### config.mk
export PLATFORM = sky130hd
export DESIGN_NAME = prd_div_cell
export DESIGN_NICKNAME = d
export VERILOG_FILES = /design/src/hdl/prd_pkg.sv /design/src/hdl/prd_div_cell.sv
export SDC_FILE = /design/constraint.sdc
export NUM_CORES = 1
export LEC_CHECK = 0
export BUFFER_PORTS_ARGS = -buffer_cell sky130_fd_sc_hd__buf_2
export CORE_MARGIN = 1.5
export CORE_UTILIZATION = 27
export CTS_CLUSTER_SIZE = 12
export DETAILED_ROUTE_END_ITERATION = 16
export PLACE_DENSITY = 0.56
export SLEW_MARGIN = 20
export SYNTH_ARGS = -nofsm -noshare
export SYNTH_HDL_FRONTEND = slang
export SYNTH_SLANG_ARGS = --single-unit
### constraint.sdc
create_clock -name aclk -period 9.8 [get_ports aclk]
set_input_delay 1.96 -clock aclk [delete_from_list [all_inputs] [get_ports aclk]]
set_output_delay 1.96 -clock aclk [all_outputs]
set_load 0.05 [all_outputs]
### src/hdl/prd_pkg.sv
// Package for the pixel ray direction core: register indexes, widths and shared types.
// No dependencies.
package prd_pkg;

    localparam int CFG_IDX_BITS = 3;
    localparam int CFG_DATA_BITS = 48;

    localparam logic [CFG_IDX_BITS-1:0] REG_FORWARD = 3'd0;
    localparam logic [CFG_IDX_BITS-1:0] REG_RIGHT   = 3'd1;
    localparam logic [CFG_IDX_BITS-1:0] REG_UP      = 3'd2;
    localparam logic [CFG_IDX_BITS-1:0] REG_WIDTH   = 3'd3;
    localparam logic [CFG_IDX_BITS-1:0] REG_HEIGHT  = 3'd4;
    localparam logic [CFG_IDX_BITS-1:0] REG_ASPECT  = 3'd5;

    localparam logic [47:0] FORWARD_RST = 48'hC000_0000_0000;
    localparam logic [47:0] RIGHT_RST   = 48'h0000_0000_4000;
    localparam logic [47:0] UP_RST      = 48'h0000_4000_0000;
    localparam logic [12:0] WIDTH_RST   = 13'd640;
    localparam logic [12:0] HEIGHT_RST  = 13'd480;
    localparam logic [15:0] ASPECT_RST  = 16'd5461;

    // Normalized magnitudes lie in [2^29, 2^30)
    localparam int NORM_BITS = 30;
    localparam int SUMSQ_BITS = 62;
    localparam int LEN_BITS = 31;

    // Square-root cell payload; the running root is kept aligned with the bit
    // under test, so it needs the full remainder width in the early cells
    typedef struct packed {
        logic                    vld;
        logic [SUMSQ_BITS-1:0]   rem;
        logic [SUMSQ_BITS:0]     root;
        logic [NORM_BITS-1:0]    ax;
        logic [NORM_BITS-1:0]    ay;
        logic [NORM_BITS-1:0]    az;
        logic [2:0]              neg;
        logic                    zero;
    } sqrt_tok_t;

    // Divider cell payload, three lanes share one divisor
    typedef struct packed {
        logic                    vld;
        logic [LEN_BITS-1:0]     den;
        logic [NORM_BITS+15:0]   rx;
        logic [NORM_BITS+15:0]   ry;
        logic [NORM_BITS+15:0]   rz;
        logic [15:0]             qx;
        logic [15:0]             qy;
        logic [15:0]             qz;
        logic [2:0]              neg;
        logic                    zero;
    } div_tok_t;

endpackage

### src/hdl/prd_div_cell.sv
// One restoring-division bit step for three lanes sharing a divisor.
// Depends on prd_pkg.
module prd_div_cell (
    input  logic             aclk,
    input  logic             aresetn,
    input  logic             en,
    input  prd_pkg::div_tok_t tok_in,
    output prd_pkg::div_tok_t tok_out
);

    prd_pkg::div_tok_t tok_reg;
    prd_pkg::div_tok_t tok_next;
    logic [prd_pkg::NORM_BITS+16:0] dx, dy, dz;
    logic [prd_pkg::NORM_BITS+16:0] dd;

    // Shift the next dividend bit (top of q) into the remainder, compare to
    // divisor, take a quotient bit into the bottom of q
    always_comb begin
        tok_next = tok_in;
        dd = {{16{1'b0}}, tok_in.den};
        dx = {tok_in.rx, tok_in.qx[15]} - dd;
        dy = {tok_in.ry, tok_in.qy[15]} - dd;
        dz = {tok_in.rz, tok_in.qz[15]} - dd;
        tok_next.rx = dx[prd_pkg::NORM_BITS+16]
                      ? {tok_in.rx[prd_pkg::NORM_BITS+14:0], tok_in.qx[15]}
                      : dx[prd_pkg::NORM_BITS+15:0];
        tok_next.ry = dy[prd_pkg::NORM_BITS+16]
                      ? {tok_in.ry[prd_pkg::NORM_BITS+14:0], tok_in.qy[15]}
                      : dy[prd_pkg::NORM_BITS+15:0];
        tok_next.rz = dz[prd_pkg::NORM_BITS+16]
                      ? {tok_in.rz[prd_pkg::NORM_BITS+14:0], tok_in.qz[15]}
                      : dz[prd_pkg::NORM_BITS+15:0];
        tok_next.qx = {tok_in.qx[14:0], ~dx[prd_pkg::NORM_BITS+16]};
        tok_next.qy = {tok_in.qy[14:0], ~dy[prd_pkg::NORM_BITS+16]};
        tok_next.qz = {tok_in.qz[14:0], ~dz[prd_pkg::NORM_BITS+16]};
    end

    always_ff @(posedge aclk) begin
        if (!aresetn) begin
            tok_reg.vld <= 1'b0;
        end else if (en) begin
            tok_reg <= tok_next;
        end
    end

    assign tok_out = tok_reg;

endmodule

==> results by group <==
Floorplanning
  – Io pins: 447
  – Core footprint: between 50000 and 60000 µm²
  – Rows: 82
  – Initial core utilization: 27.5%
  – Die width: around 230 µm
  – Die area: 52900 µm²
  – Die Ht: 230 µm

Cells and area
  – Layout cell share with drive strength beyond 1: 27.7%
  – Nets@finish: 2145
  – Max reg flops: 222
  – Post-Layout Cell Count: 2522
  – P&R area growth vs syn: 28.1%
  – Filler cells: 5193

STA
  – Final setup viols: 0
  – Worst slew pin tran: 1050 ps
  – RSZ-0062 raised after global routing: false
  – Fmax: 183 MHz
  – Final hold vios: 0
  – Setup TNS: 0 ps
  – Setup Skew: 0 ps
  – Crit share post-route: 55.7%
  – Hold_ws: 539 ps
  – Fin. max-slew vios: 0
  – Worst Setup Slack, final: 4340 ps
  – Final Critical Period: 5460 ps
  – Slew headroom: 30.1%

GRT
  – Number of global-route vias before repair: 12.1k
  – Largest net degree at the start of global routing: 80
  – First-pass GRT wire length: 72.9 mm
  – Grt total ovfl: 0
  – Antenna violations before repair: 13
  – Tot GR Track Use: 18.1%

Route
  – DR pass1 iterations: 7
  – DR WL/cell: 19.8 µm
  – Routed via count: 12.3k
  – Via-to-Cell Ratio: between 4 and 5
  – Starting DRT DRC Count: 568
  – Final ANT Viol Nets: 0
  – DRC errors left: 0
  – Routed WL: 49.8 mm

Clock tree
  – Post-CTS Hold Fix Bufs: 0
  – Inserted Clock Buffers: 28
  – H-tree depth: 1
  – Post-CTS setup buffer count: 0
  – CTS tree: yes
  – Clock transition at path regs: 70 ps
  – Clock latency on the worst-skew pair: 550 ps
  – CTS Buffer Depth: 3
  – Root buffer cell: clkbuf_16
  – Cts repair resizes: 0
  – Sink Count: 222

Placed design
  – RD Place Congestion: 0.859
  – I/O Buffers: 446
  – DP HPWL: 40.5 mm
  – Placed cells: ~2.5k
  – Pre-CTS setup slack: 3750 ps

Synth
  – Ys Warns: 0
  – Largest family of logic cells by synthesized area: compound AO/OA/AOI/OAI gates
  – Yosys top cell area share: 47.7%
  – Post-synthesis xor/xnor area fraction: under 10%
  – Most used DFF post-synth: edfxtp_1
  – Ranking of synthesized cells by area: edfxtp_1 (48%), ha_1 (8.4%), nand2_1 (4.9%)
  – Mapped Cells: ~1.4k
  – Mapped Nets: 1704
  – Part of the Yosys area used for sequential elements: between 40% and 50%
  – Leading area contributor after synthesis: edfxtp_1
  – EDFF count, synth: roughly 220
  – Post-Synth Adder-Cell Area: 8.80%
  – Post-Synth Simple-Gate Area: between 10% and 20%
  – Yosys cell types: 66
  – #FFs+latches synth: roughly 220
  – Synth Area per Inst: 10.1 µm²
  – Cell area after synthesis: between 10000 and 15000 µm²
  – Compound-gate portion of the synthesized area: 17.5%
  – Mux share of post-synthesis cell area: less than 1%
  – Fraction of registers with async set/reset: 0%

Setup path
  – Crit-path cells: buf_2 -> or4_1 -> or3_1 -> or4b_4 -> nor4_1 -> nand4b_1 -> a21oi_2 -> xor2_4 -> buf_4 -> inv_2 -> mux2_2
  – Critical path peak fanout: 42
  – Worst Setup Path Type: input pin to register
  – Crit-path slowest cell: or4_1
  – Max stage delay on crit path: roughly 550 ps
  – Critical path capture point type: register
  – Worst path required time: 10120 ps
  – Cell family with most CP delay: simple AND/OR/NAND/NOR gates
  – CP Launch Type: input pin
  – WP data arrival: 5780 ps
  – Crit path buffers/inverters: 3

Power
  – Leak: 7.46 nW
  – PD cells: between 150 and 200 nW/µm²
  – Final Power: between 3 and 4 mW
  – Worst vdd ir: 0.000114 V

Flow run
  – # Max-Cap Violations: 0

Worst hold path
  – Hold WC Path Type: register to register

Outcome
  – Run status: finished clean
-- logic make-up (layout without fill, tap and decap cells) --
family	count (synthesis)	in the layout
adder cells (fa/ha/maj)	96	96
multiplexers	3	3
XOR/XNOR	124	124
buffers and inverters	106	567
flip-flops	222	222
AND/OR/NAND/NOR	436	436
other	0	6
AO/OA/AOI/OAI	396	396
-- through the flow --
stage                     area, µm²  utilization [%]
after floorplan               13900                -
after global placement        16900             33.5
after detailed placement      16900             33.5
after CTS                     17800             35.3
after global routing          17800             35.3
final                         17800             35.3
-- worst reg2reg max path, delay by kind of cell (launching register included) --
family           cells  cell delay, ps
multiplexers         1             120
flip-flops           1             310
AND/OR/NAND/NOR      1              60
-- metal layers --
layer	share of wire [%]	track usage, %	vias to the layer above
met5	0.080	0	-
met1	41	22.1	5799
met4	1.6	4.19	6
met3	6.7	3.68	50
li1	-	-	6018
met2	50	32.5	378
-- synth_stat cells, types with 20 or more instances --
cell and number:
a21o_1 46, a21oi_1 111, clkbuf_1 35, edfxtp_1 221, ha_1 93, inv_1 62, nand2_1 181, nand3_1 24
nand4_1 20, nor2_1 82, nor3_1 26, nor4_1 25, o21ai_0 121, xnor2_1 60, xor2_1 63
-- cells in the final DEF, fill, tap and decap left out, types with 8 or more instances in the layout --
cell       instances
buf_2            446
edfxtp_1         221
nand2_1          181
o21ai_0          121
a21oi_1          111
ha_1              93
nor2_1            82
inv_1             62
xor2_1            62
xnor2_1           60
a21o_1            46
clkbuf_16         29
nor3_1            26
nor4_1            25
nand3_1           24
nand4_1           20
nand2b_1          19
o211ai_1          16
o21bai_1          13
nor2b_1           12
o21a_1            12
o31ai_1           11
a31oi_1            9
or3_1              8
a211oi_1           8
buf_4              8
-- path summary, 6_finish.rpt --
path	start	end	slack, ps	cells after the start
worst max-delay path	tok_in[132]	tok_out[104]	4340	11
worst min-delay path	tok_out[221]	tok_out[221]	540	2
worst max register to register	tok_out[221]	tok_out[221]	9200	2
worst min register to register	tok_out[221]	tok_out[221]	540	2
-- report_power, final --
| group | internal, mW | switching (mW) |
|---|---|---|
| logic | 0.250 | 0.612 |
| registers | 1.14 | 0.0199 |
| clock network | 0.591 | 0.426 |
| total | 1.98 | 1.06 |
-- final cells by class --
type / instances / area (µm²) / share of cell area [%]
Multi-Input combinational cell: 1055 / 6880 / 38.6
Sequential cell: 222 / 6660 / 37.4
Timing Repair Buffer: 454 / 2290 / 12.9
Tap cell: 672 / 841 / 4.72
Clock buffer: 32 / 737 / 4.14
Inverter: 63 / 236 / 1.33
Clock inverter: 18 / 161 / 0.906
Antenna cell: 6 / 15.0 / 0.0843
(Power assumes the default switching activity.)
