===== src/hdl/prd_pkg.sv =====
// Package for the pixel ray direction core: register indexes, widths and shared types.
// No dependencies.
package prd_pkg;

    localparam int CFG_IDX_BITS = 3;
    localparam int CFG_DATA_BITS = 48;

    localparam logic [CFG_IDX_BITS-1:0] REG_FORWARD = 3'd0;
    localparam logic [CFG_IDX_BITS-1:0] REG_RIGHT   = 3'd1;
    localparam logic [CFG_IDX_BITS-1:0] REG_UP      = 3'd2;
    localparam logic [CFG_IDX_BITS-1:0] REG_WIDTH   = 3'd3;
    localparam logic [CFG_IDX_BITS-1:0] REG_HEIGHT  = 3'd4;
    localparam logic [CFG_IDX_BITS-1:0] REG_ASPECT  = 3'd5;

    localparam logic [47:0] FORWARD_RST = 48'hC000_0000_0000;
    localparam logic [47:0] RIGHT_RST   = 48'h0000_0000_4000;
    localparam logic [47:0] UP_RST      = 48'h0000_4000_0000;
    localparam logic [12:0] WIDTH_RST   = 13'd640;
    localparam logic [12:0] HEIGHT_RST  = 13'd480;
    localparam logic [15:0] ASPECT_RST  = 16'd5461;

    // Normalized magnitudes lie in [2^29, 2^30)
    localparam int NORM_BITS = 30;
    localparam int SUMSQ_BITS = 62;
    localparam int LEN_BITS = 31;

    // Square-root cell payload; the running root is kept aligned with the bit
    // under test, so it needs the full remainder width in the early cells
    typedef struct packed {
        logic                    vld;
        logic [SUMSQ_BITS-1:0]   rem;
        logic [SUMSQ_BITS:0]     root;
        logic [NORM_BITS-1:0]    ax;
        logic [NORM_BITS-1:0]    ay;
        logic [NORM_BITS-1:0]    az;
        logic [2:0]              neg;
        logic                    zero;
    } sqrt_tok_t;

    // Divider cell payload, three lanes share one divisor
    typedef struct packed {
        logic                    vld;
        logic [LEN_BITS-1:0]     den;
        logic [NORM_BITS+15:0]   rx;
        logic [NORM_BITS+15:0]   ry;
        logic [NORM_BITS+15:0]   rz;
        logic [15:0]             qx;
        logic [15:0]             qy;
        logic [15:0]             qz;
        logic [2:0]              neg;
        logic                    zero;
    } div_tok_t;

endpackage


===== src/hdl/prd_sqrt_cell.sv =====
// One root-bit step of the digit-by-digit integer square root, registered.
// Depends on prd_pkg.
module prd_sqrt_cell #(
    parameter int STEP = 0
) (
    input  logic              aclk,
    input  logic              aresetn,
    input  logic              en,
    input  prd_pkg::sqrt_tok_t tok_in,
    output prd_pkg::sqrt_tok_t tok_out
);

    localparam int BITPOS = prd_pkg::SUMSQ_BITS - 2 - 2 * STEP;

    prd_pkg::sqrt_tok_t tok_reg;
    prd_pkg::sqrt_tok_t tok_next;
    logic [prd_pkg::SUMSQ_BITS:0] trial;
    logic [prd_pkg::SUMSQ_BITS:0] bitv;

    // Trial subtract of root + bit
    always_comb begin
        tok_next = tok_in;
        bitv = '0;
        bitv[BITPOS] = 1'b1;
        trial = {1'b0, tok_in.rem} - (tok_in.root + bitv);
        if (!trial[prd_pkg::SUMSQ_BITS]) begin
            tok_next.rem = trial[prd_pkg::SUMSQ_BITS-1:0];
            tok_next.root = (tok_in.root >> 1) + bitv;
        end else begin
            tok_next.root = tok_in.root >> 1;
        end
    end

    always_ff @(posedge aclk) begin
        if (!aresetn) begin
            tok_reg.vld <= 1'b0;
        end else if (en) begin
            tok_reg <= tok_next;
        end
    end

    assign tok_out = tok_reg;

endmodule


===== config.mk =====
export PLATFORM = sky130hd
export DESIGN_NAME = prd_sqrt_cell
export DESIGN_NICKNAME = d
export VERILOG_FILES = /design/src/hdl/prd_pkg.sv /design/src/hdl/prd_sqrt_cell.sv
export SDC_FILE = /design/constraint.sdc
export NUM_CORES = 1
export LEC_CHECK = 0
export BUFFER_PORTS_ARGS = -buffer_cell sky130_fd_sc_hd__clkbuf_2
export CAP_MARGIN = 30
export CELL_PAD_IN_SITES_DETAIL_PLACEMENT = 1
export CELL_PAD_IN_SITES_GLOBAL_PLACEMENT = 1
export CORE_UTILIZATION = 41
export CTS_CLUSTER_DIAMETER = 40
export DETAILED_ROUTE_END_ITERATION = 16
export PLACE_DENSITY_LB_ADDON = 0.1
export SYNTH_ARGS = -nofsm -noshare
export SYNTH_HDL_FRONTEND = slang
export SYNTH_SLANG_ARGS = --single-unit

===== constraint.sdc =====
create_clock -name aclk -period 10.3 [get_ports aclk]
set_clock_uncertainty 0.1 [all_clocks]
set_input_delay 1.545 -clock aclk [delete_from_list [all_inputs] [get_ports aclk]]
set_output_delay 1.545 -clock aclk [all_outputs]
set_load 0.005 [all_outputs]

==> flow_summary.yaml, run 1 <==
outcome:
  status: "finished clean"
drt:
  via_count: 10086
  wl_per_cell_um: 21.1
  viasPerCell: 5.24
  wl_um: 40600
  first_pass_iters: 4
  ant_nets: 0
  initialDrtViolationCount: 460
  drc: 0
global_route:
  grt_use_total_pct: 26.2
  grt_pass1_vias: 10735
  grt_pass1_wl_um: 61300
  grt_remaining_overflow: 0
  grt_max_degree: 73
  antenna_found_initial: 3
placement:
  gp_congestion: 0.858
  port_buffers: 442
  dp_cells: 1854
  dp_hpwl_um: 31600
power_and_ir_drop:
  power_leakage_nw: 7.30
  p_per_area_nw_per_um2: 193
  power_mw: 3.11
  ir_drop_mv: 0.0986
timing:
  setup_violations: 0
  rsz0062_at_grt: "no"
  fmax_mhz: 208
  setup_total_negative_slack_ns: 0
  hold_slack_ns: 0.466
  final_hold_viol_count: 0
  period_needed_ns: 4.81
  maxSlewViolCount: 0
  period_share_pct: 46.7
  slew_headroom_pct: 35.7
  tightest_slew_ns: 0.964
layout:
  fin_cells: 1925
  area_growth_pct: 32.0
  design.final.nets: 1858
  fill_cells: 3239
  multi_input_area_um2: 5040
  regArea_um2: 6600
  largest_reg_flops: 220
  utilization_pct: 55.6
  drive_gt1_share_pct: 34.9
synth:
  synth-seq-cells: 220
  avgSynthCellArea_um2: 11.5
  synth_area_um2: 12200
  ys_seq_area_share_pct: 54.0
  ys_async_sr_fraction_pct: 0
  syn_inst: 1065
  synthDistinctLibCells: 72
  yosys_warnings: 0
  syn_nets: 1413
  synth_edf_count: 219
  yosys_most_used_dff: "edfxtp_1"
critical_path:
  reg2reg_slack_ns: 9.54
  critical_path.endpoint_type: "flip-flop"
  start_kind: "primary input"
  cp.required_ns: 10.52
  arrival_ns: 5.04
  worstSetupPathType: "in -> reg"
  path_max_fanout: 51
floorplan:
  die_w_um: 175
  core_um2: 29000
  initial_core_util_pct: 42.1
  pin_count: 443
  die_h_um: 175
  fp-row-count: 62
  die_area_um2: 30500
clock_tree:
  htreeDepth: 2
  clk_latency_ns: 0.50
  clk_root_buffer_cell: "clkbuf_16"
  postCtsSetupBuffers: 0
  cts_resized: 0
  cts-hold-fix-buffers: 0
  cts_made_buffers: 37
  cts_sinks: 220
  clkTransAtPathRegs_ns: 0.06
  cts_tree: "built"
  cts_buffer_depth: 3
job:
  drv_cap: 0
worst_hold_path:
  hold_class: "reg -> reg"
-- worst max-delay path, stage by stage --
cell      delay, ns
clkbuf_2       0.12
inv_1          0.05
ha_1           0.33
ha_1           0.30
a21oi_1        0.17
nor2_1         0.09
o31a_1         0.34
a31o_1         0.28
a32oi_1        0.27
a211oi_1       0.13
or3_1          0.39
nand2_4        0.44
buf_12         0.31
nor2_1         0.07
a21oi_1        0.16
-- cell families (layout without fill, tap and decap cells) --
group	after synthesis	after routing	share of synthesized area, %
compound gates	281	281	14.7
xor+xnor	57	57	4.15
fa+ha+maj	125	125	12.9
buf+inv	130	602	4.76
flops	220	220	54.0
mux	2	2	0.164
other cells	0	4	0
simple gates	250	250	9.31
-- layout by cell type, fill, tap and decap left out, types with 4 or more instances in the layout --
cell type,count
and3_1,5
clkbuf_2,442
xor2_1,26
xnor2_1,30
clkbuf_16,38
clkbuf_1,4
nor3_1,19
ha_1,124
o21bai_1,13
o21ai_2,10
edfxtp_1,219
bufinv_16,9
nand3_1,19
o31ai_1,5
diode_2,4
nor2b_1,6
o21ai_1,17
a21oi_2,4
nor2_1,85
a21o_1,20
nand4_1,16
o21ai_0,35
a211oi_1,6
a31oi_1,7
and2_1,7
or3_1,5
a21oi_1,112
inv_1,89
nand2_1,72
o21a_1,9
-- where the power goes --
part,switching (mW),internal (mW),leakage [nW]
Sequential,0.0224,1.08,2.07
Combinational,0.390,0.253,4.58
Clock,0.448,0.907,0.652
-- cell type report --
type                            count  share of cell area, %
Timing Repair Buffer              447                   14.3
Clock buffer                       42                   5.99
Clock inverter                     24                   2.44
Inverter                           89                   2.07
Multi-Input combinational cell    715                   31.3
Sequential cell                   220                   40.9
Tap cell                          384                   2.98
Antenna cell                        4                 0.0621
-- cell usage after synthesis (3+ instances only) --
library cell | count | area (µm²)
edfxtp_1 | 219 | 6580
ha_1 | 124 | 1550
a21oi_1 | 112 | 561
inv_1 | 89 | 334
nor2_1 | 85 | 319
nand2_1 | 73 | 274
o21ai_0 | 35 | 175
xnor2_1 | 30 | 263
xor2_1 | 26 | 228
buf_2 | 21 | 105
a21o_1 | 20 | 150
nand3_1 | 19 | 95.1
nor3_1 | 19 | 95.1
o21ai_1 | 17 | 85.1
nand4_1 | 16 | 100
o21bai_1 | 13 | 97.6
clkbuf_1 | 10 | 37.5
o21ai_2 | 10 | 87.6
o21a_1 | 9 | 67.6
and2_1 | 8 | 50.1
buf_6 | 8 | 90.1
a31oi_1 | 7 | 43.8
a211oi_1 | 6 | 45.0
nor2b_1 | 6 | 37.5
and3_1 | 5 | 31.3
o31ai_1 | 5 | 37.5
or3_1 | 5 | 31.3
a21oi_2 | 4 | 35.0
a21boi_0 | 3 | 22.5
a221oi_1 | 3 | 26.3
nor4_1 | 3 | 18.8
o211ai_1 | 3 | 22.5
o31a_1 | 3 | 26.3
o41ai_1 | 3 | 26.3
or2_2 | 3 | 18.8
-- stage by stage --
step	area, µm²	setup slack [ns]
after CTS	16100	5.51
after global placement	14700	4.93
after floorplan	12200	3.09
final	16100	5.49
after global routing	16100	5.25
after detailed placement	14700	4.97
-- per-layer routing --
| metal | wire length, µm | vias up | track usage (%) |
|---|---|---|---|
| met1 | 16100 | 4858 | 30.6 |
| met5 | 0 | - | 0 |
| li1 | - | 4832 | - |
| met2 | 20500 | 332 | 46.4 |
| met3 | 2720 | 64 | 6.51 |
| met4 | 1260 | 0 | 9.82 |
-- final timing paths --
check / to / cells past startpoint / start
min reg2reg: tok_out[219]$_SDFFE_PN0P_ / 2 / tok_out[219]$_SDFFE_PN0P_
min: tok_out[219]$_SDFFE_PN0P_ / 2 / tok_out[219]$_SDFFE_PN0P_
max: tok_out[182]$_DFFE_PP_ / 15 / tok_in[96]
max reg2reg: tok_out[219]$_SDFFE_PN0P_ / 2 / tok_out[219]$_SDFFE_PN0P_
Power figures use the tool's default switching activity.
==> run 2: changes to the inputs <==
--- a/config.mk
+++ b/config.mk
@@ -5,11 +5,12 @@
 export SDC_FILE = /design/constraint.sdc
 export NUM_CORES = 1
 export LEC_CHECK = 0
+export ABC_AREA = 1
 export BUFFER_PORTS_ARGS = -buffer_cell sky130_fd_sc_hd__clkbuf_2
 export CAP_MARGIN = 30
 export CELL_PAD_IN_SITES_DETAIL_PLACEMENT = 1
 export CELL_PAD_IN_SITES_GLOBAL_PLACEMENT = 1
-export CORE_UTILIZATION = 41
+export CORE_UTILIZATION = 38
 export CTS_CLUSTER_DIAMETER = 40
 export DETAILED_ROUTE_END_ITERATION = 16
 export PLACE_DENSITY_LB_ADDON = 0.1
==> constraint.sdc (replaced) <==
create_clock -name aclk -period 4.6 [get_ports aclk]
set_clock_uncertainty 0.1 [all_clocks]
set_input_delay 0.69 -clock aclk [delete_from_list [all_inputs] [get_ports aclk]]
set_output_delay 0.69 -clock aclk [all_outputs]
set_load 0.005 [all_outputs]
==> flow_summary.yaml, run 2 <==
drt:
  wl_per_cell_um: 19.1
  via_count: 13268
  viasPerCell: 4.78
  wl_um: 53000
  initialDrtViolationCount: 559
  drc: 0
  first_pass_iters: 5
  ant_nets: 0
synth:
  synth_area_um2: 14200
  synthMostInstantiatedCell: "nand2_1"
  yosys_warnings: 0
  syn_nets: 2149
  yosysTopAreaCellShare_pct: 46.3
  synth-seq-cells: 220
  avgSynthCellArea_um2: 7.89
  synth_area_leaders: "edfxtp_1, nand2_1, ha_1"
  ys_seq_area_share_pct: 46.4
  synthDistinctLibCells: 27
  synth_edf_count: 219
  yosysTopAreaCell: "edfxtp_1"
  synth_commonest_cells: "nand2_1, inv_1, edfxtp_1, ha_1, nor2_1"
  syn_inst: 1801
  yosys_most_used_dff: "edfxtp_1"
  ys_async_sr_fraction_pct: 0
timing:
  final_hold_viol_count: 0
  fmax_mhz: 290
  period_share_pct: 75.0
  rsz0062_at_grt: "no"
  period_needed_ns: 3.45
  tightest_slew_ns: 0.971
  slew_headroom_pct: 35.3
  maxSlewViolCount: 0
  setup_violations: 0
  setup_total_negative_slack_ns: 0
floorplan:
  die_h_um: 195
  die_w_um: 195
  core_um2: 36700
  initial_core_util_pct: 38.7
  die_area_um2: 38200
  fp-row-count: 70
  pin_count: 443
clock_tree:
  cts_sinks: 220
  cts_made_buffers: 40
  cts_buffer_depth: 3
  clk_latency_ns: 0.55
  htreeDepth: 2
  cts_tree: "built"
  postCtsSetupBuffers: 0
  cts-hold-fix-buffers: 0
  cts_resized: 0
  clk_root_buffer_cell: "clkbuf_16"
  clkTransAtPathRegs_ns: 0.06
global_route:
  grt_max_degree: 71
  grt_pass1_vias: 14105
  grt_use_total_pct: 27.9
  grt_pass1_wl_um: 81100
  antenna_found_initial: 0
  grt_remaining_overflow: 0
job:
  drv_cap: 0
layout:
  area_growth_pct: 28.2
  layout_commonest_cell: "nand2_1"
  antennaDiodeCount: 0
  regArea_um2: 6600
  multi_input_area_um2: 6140
  layout_common_cells: "nand2_1, clkbuf_2, inv_1"
  largest_reg_flops: 220
  fill_cells: 4677
  utilization_pct: 49.6
  design.final.nets: 2625
  drive_gt1_share_pct: 23.3
critical_path:
  start_kind: "primary input"
  path_max_fanout: 64
  cp.required_ns: 4.90
  worstSetupPathType: "in -> reg"
  arrival_ns: 3.75
  critical_path.endpoint_type: "flip-flop"
worst_hold_path:
  hold_class: "in -> reg"
placement:
  port_buffers: 442
  gp_congestion: 0.918
  dp_hpwl_um: 43700
power_and_ir_drop:
  power_leakage_nw: 9.95
  p_per_area_nw_per_um2: 382
  ir_drop_mv: 0.267
outcome:
  status: "finished clean"
-- run 2: cell count changes after synthesis, moves of 17 or more --
cell and delta:
nand2_1 +687, inv_1 +267, a21oi_1 -64, nand3_1 +47
o21ai_0 -32, xnor2_1 -30, a21o_1 -20, buf_2 -17
nor2_1 +17, o21ai_1 -17
-- run 2: cell families (layout without fill, tap and decap cells) --
| logic type | count (synthesis) | in the layout | synth area share [%] |
|---|---|---|---|
| simple gates | 984 | 984 | 27.7 |
| buf+inv | 375 | 881 | 10.3 |
| flops | 220 | 220 | 46.4 |
| xor+xnor | 29 | 29 | 1.79 |
| compound gates | 68 | 68 | 2.70 |
| fa+ha+maj | 125 | 125 | 11.1 |
-- run 2: worst paths after layout --
| check | startpoint | endpoint | slack (ns) | cells past startpoint |
|---|---|---|---|---|
| max | tok_in[103] | tok_out[178]$_DFFE_PP_ | 1.15 | 18 |
| min | tok_in[85] | tok_out[85]$_DFFE_PP_ | 0.20 | 1 |
| max reg2reg | tok_out[219]$_SDFFE_PN0P_ | tok_out[219]$_SDFFE_PN0P_ | 3.85 | 2 |
| min reg2reg | tok_out[219]$_SDFFE_PN0P_ | tok_out[219]$_SDFFE_PN0P_ | 0.47 | 2 |
-- run 2: layer usage --
layer  share of wire (%)  global-route usage (%)  wire length, µm  up-vias
met3                 5.1                    5.58             2710       68
met5                   0                       0                0        -
li1                    -                       -                -     6587
met1                  45                    35.9            23900     6251
met4                 2.4                    7.90             1280        0
met2                  47                    47.6            25100      362
-- run 2: layout make-up --
cell class                 instances  share of cell area, %
clock buffer                      46                   5.62
clock inverter                    26                   1.38
inverter                         362                   7.48
multi-input combinational       1206                   33.7
sequential                       220                   36.2
tap                              468                   3.22
timing repair buffer             447                   12.4
-- run 2: power breakdown --
part	switching, mW	internal [mW]	leakage, nW
clock	1.08	1.74	0.609
sequential	0.0494	2.43	2.04
combinational	1.10	0.557	7.30
total	2.23	4.72	9.95
-- run 2: per-stage QoR --
stage / std cells / hold slack (ns) / area [µm²] / worst slack (ns) / power (mW)
after floorplan: 1801 / 0.425 / 14200 / 0.0676 / 3.50
after global placement: 2703 / 0.425 / 16900 / 0.731 / 4.13
after detailed placement: 2703 / 0.455 / 16900 / 0.600 / 4.18
after CTS: 2775 / 0.169 / 18200 / 1.13 / 7.04
after global routing: 2775 / 0.183 / 18200 / 0.868 / 7.30
final: 2775 / 0.205 / 18200 / 1.15 / 6.95
-- run 2: worst max-delay path, cell delays in order --
cell      delay (ns)
clkbuf_2        0.10
inv_1           0.04
ha_1            0.32
ha_1            0.37
nand2_1         0.11
nor2_1          0.27
nand2_1         0.14
clkinv_1        0.06
nand2_1         0.06
nand2_2         0.11
nand2_1         0.08
nand2_2         0.18
nand2_2         0.09
nand2_1         0.08
nand2_1         0.09
nand2_4         0.59
nand2_1         0.14
nand2_1         0.13
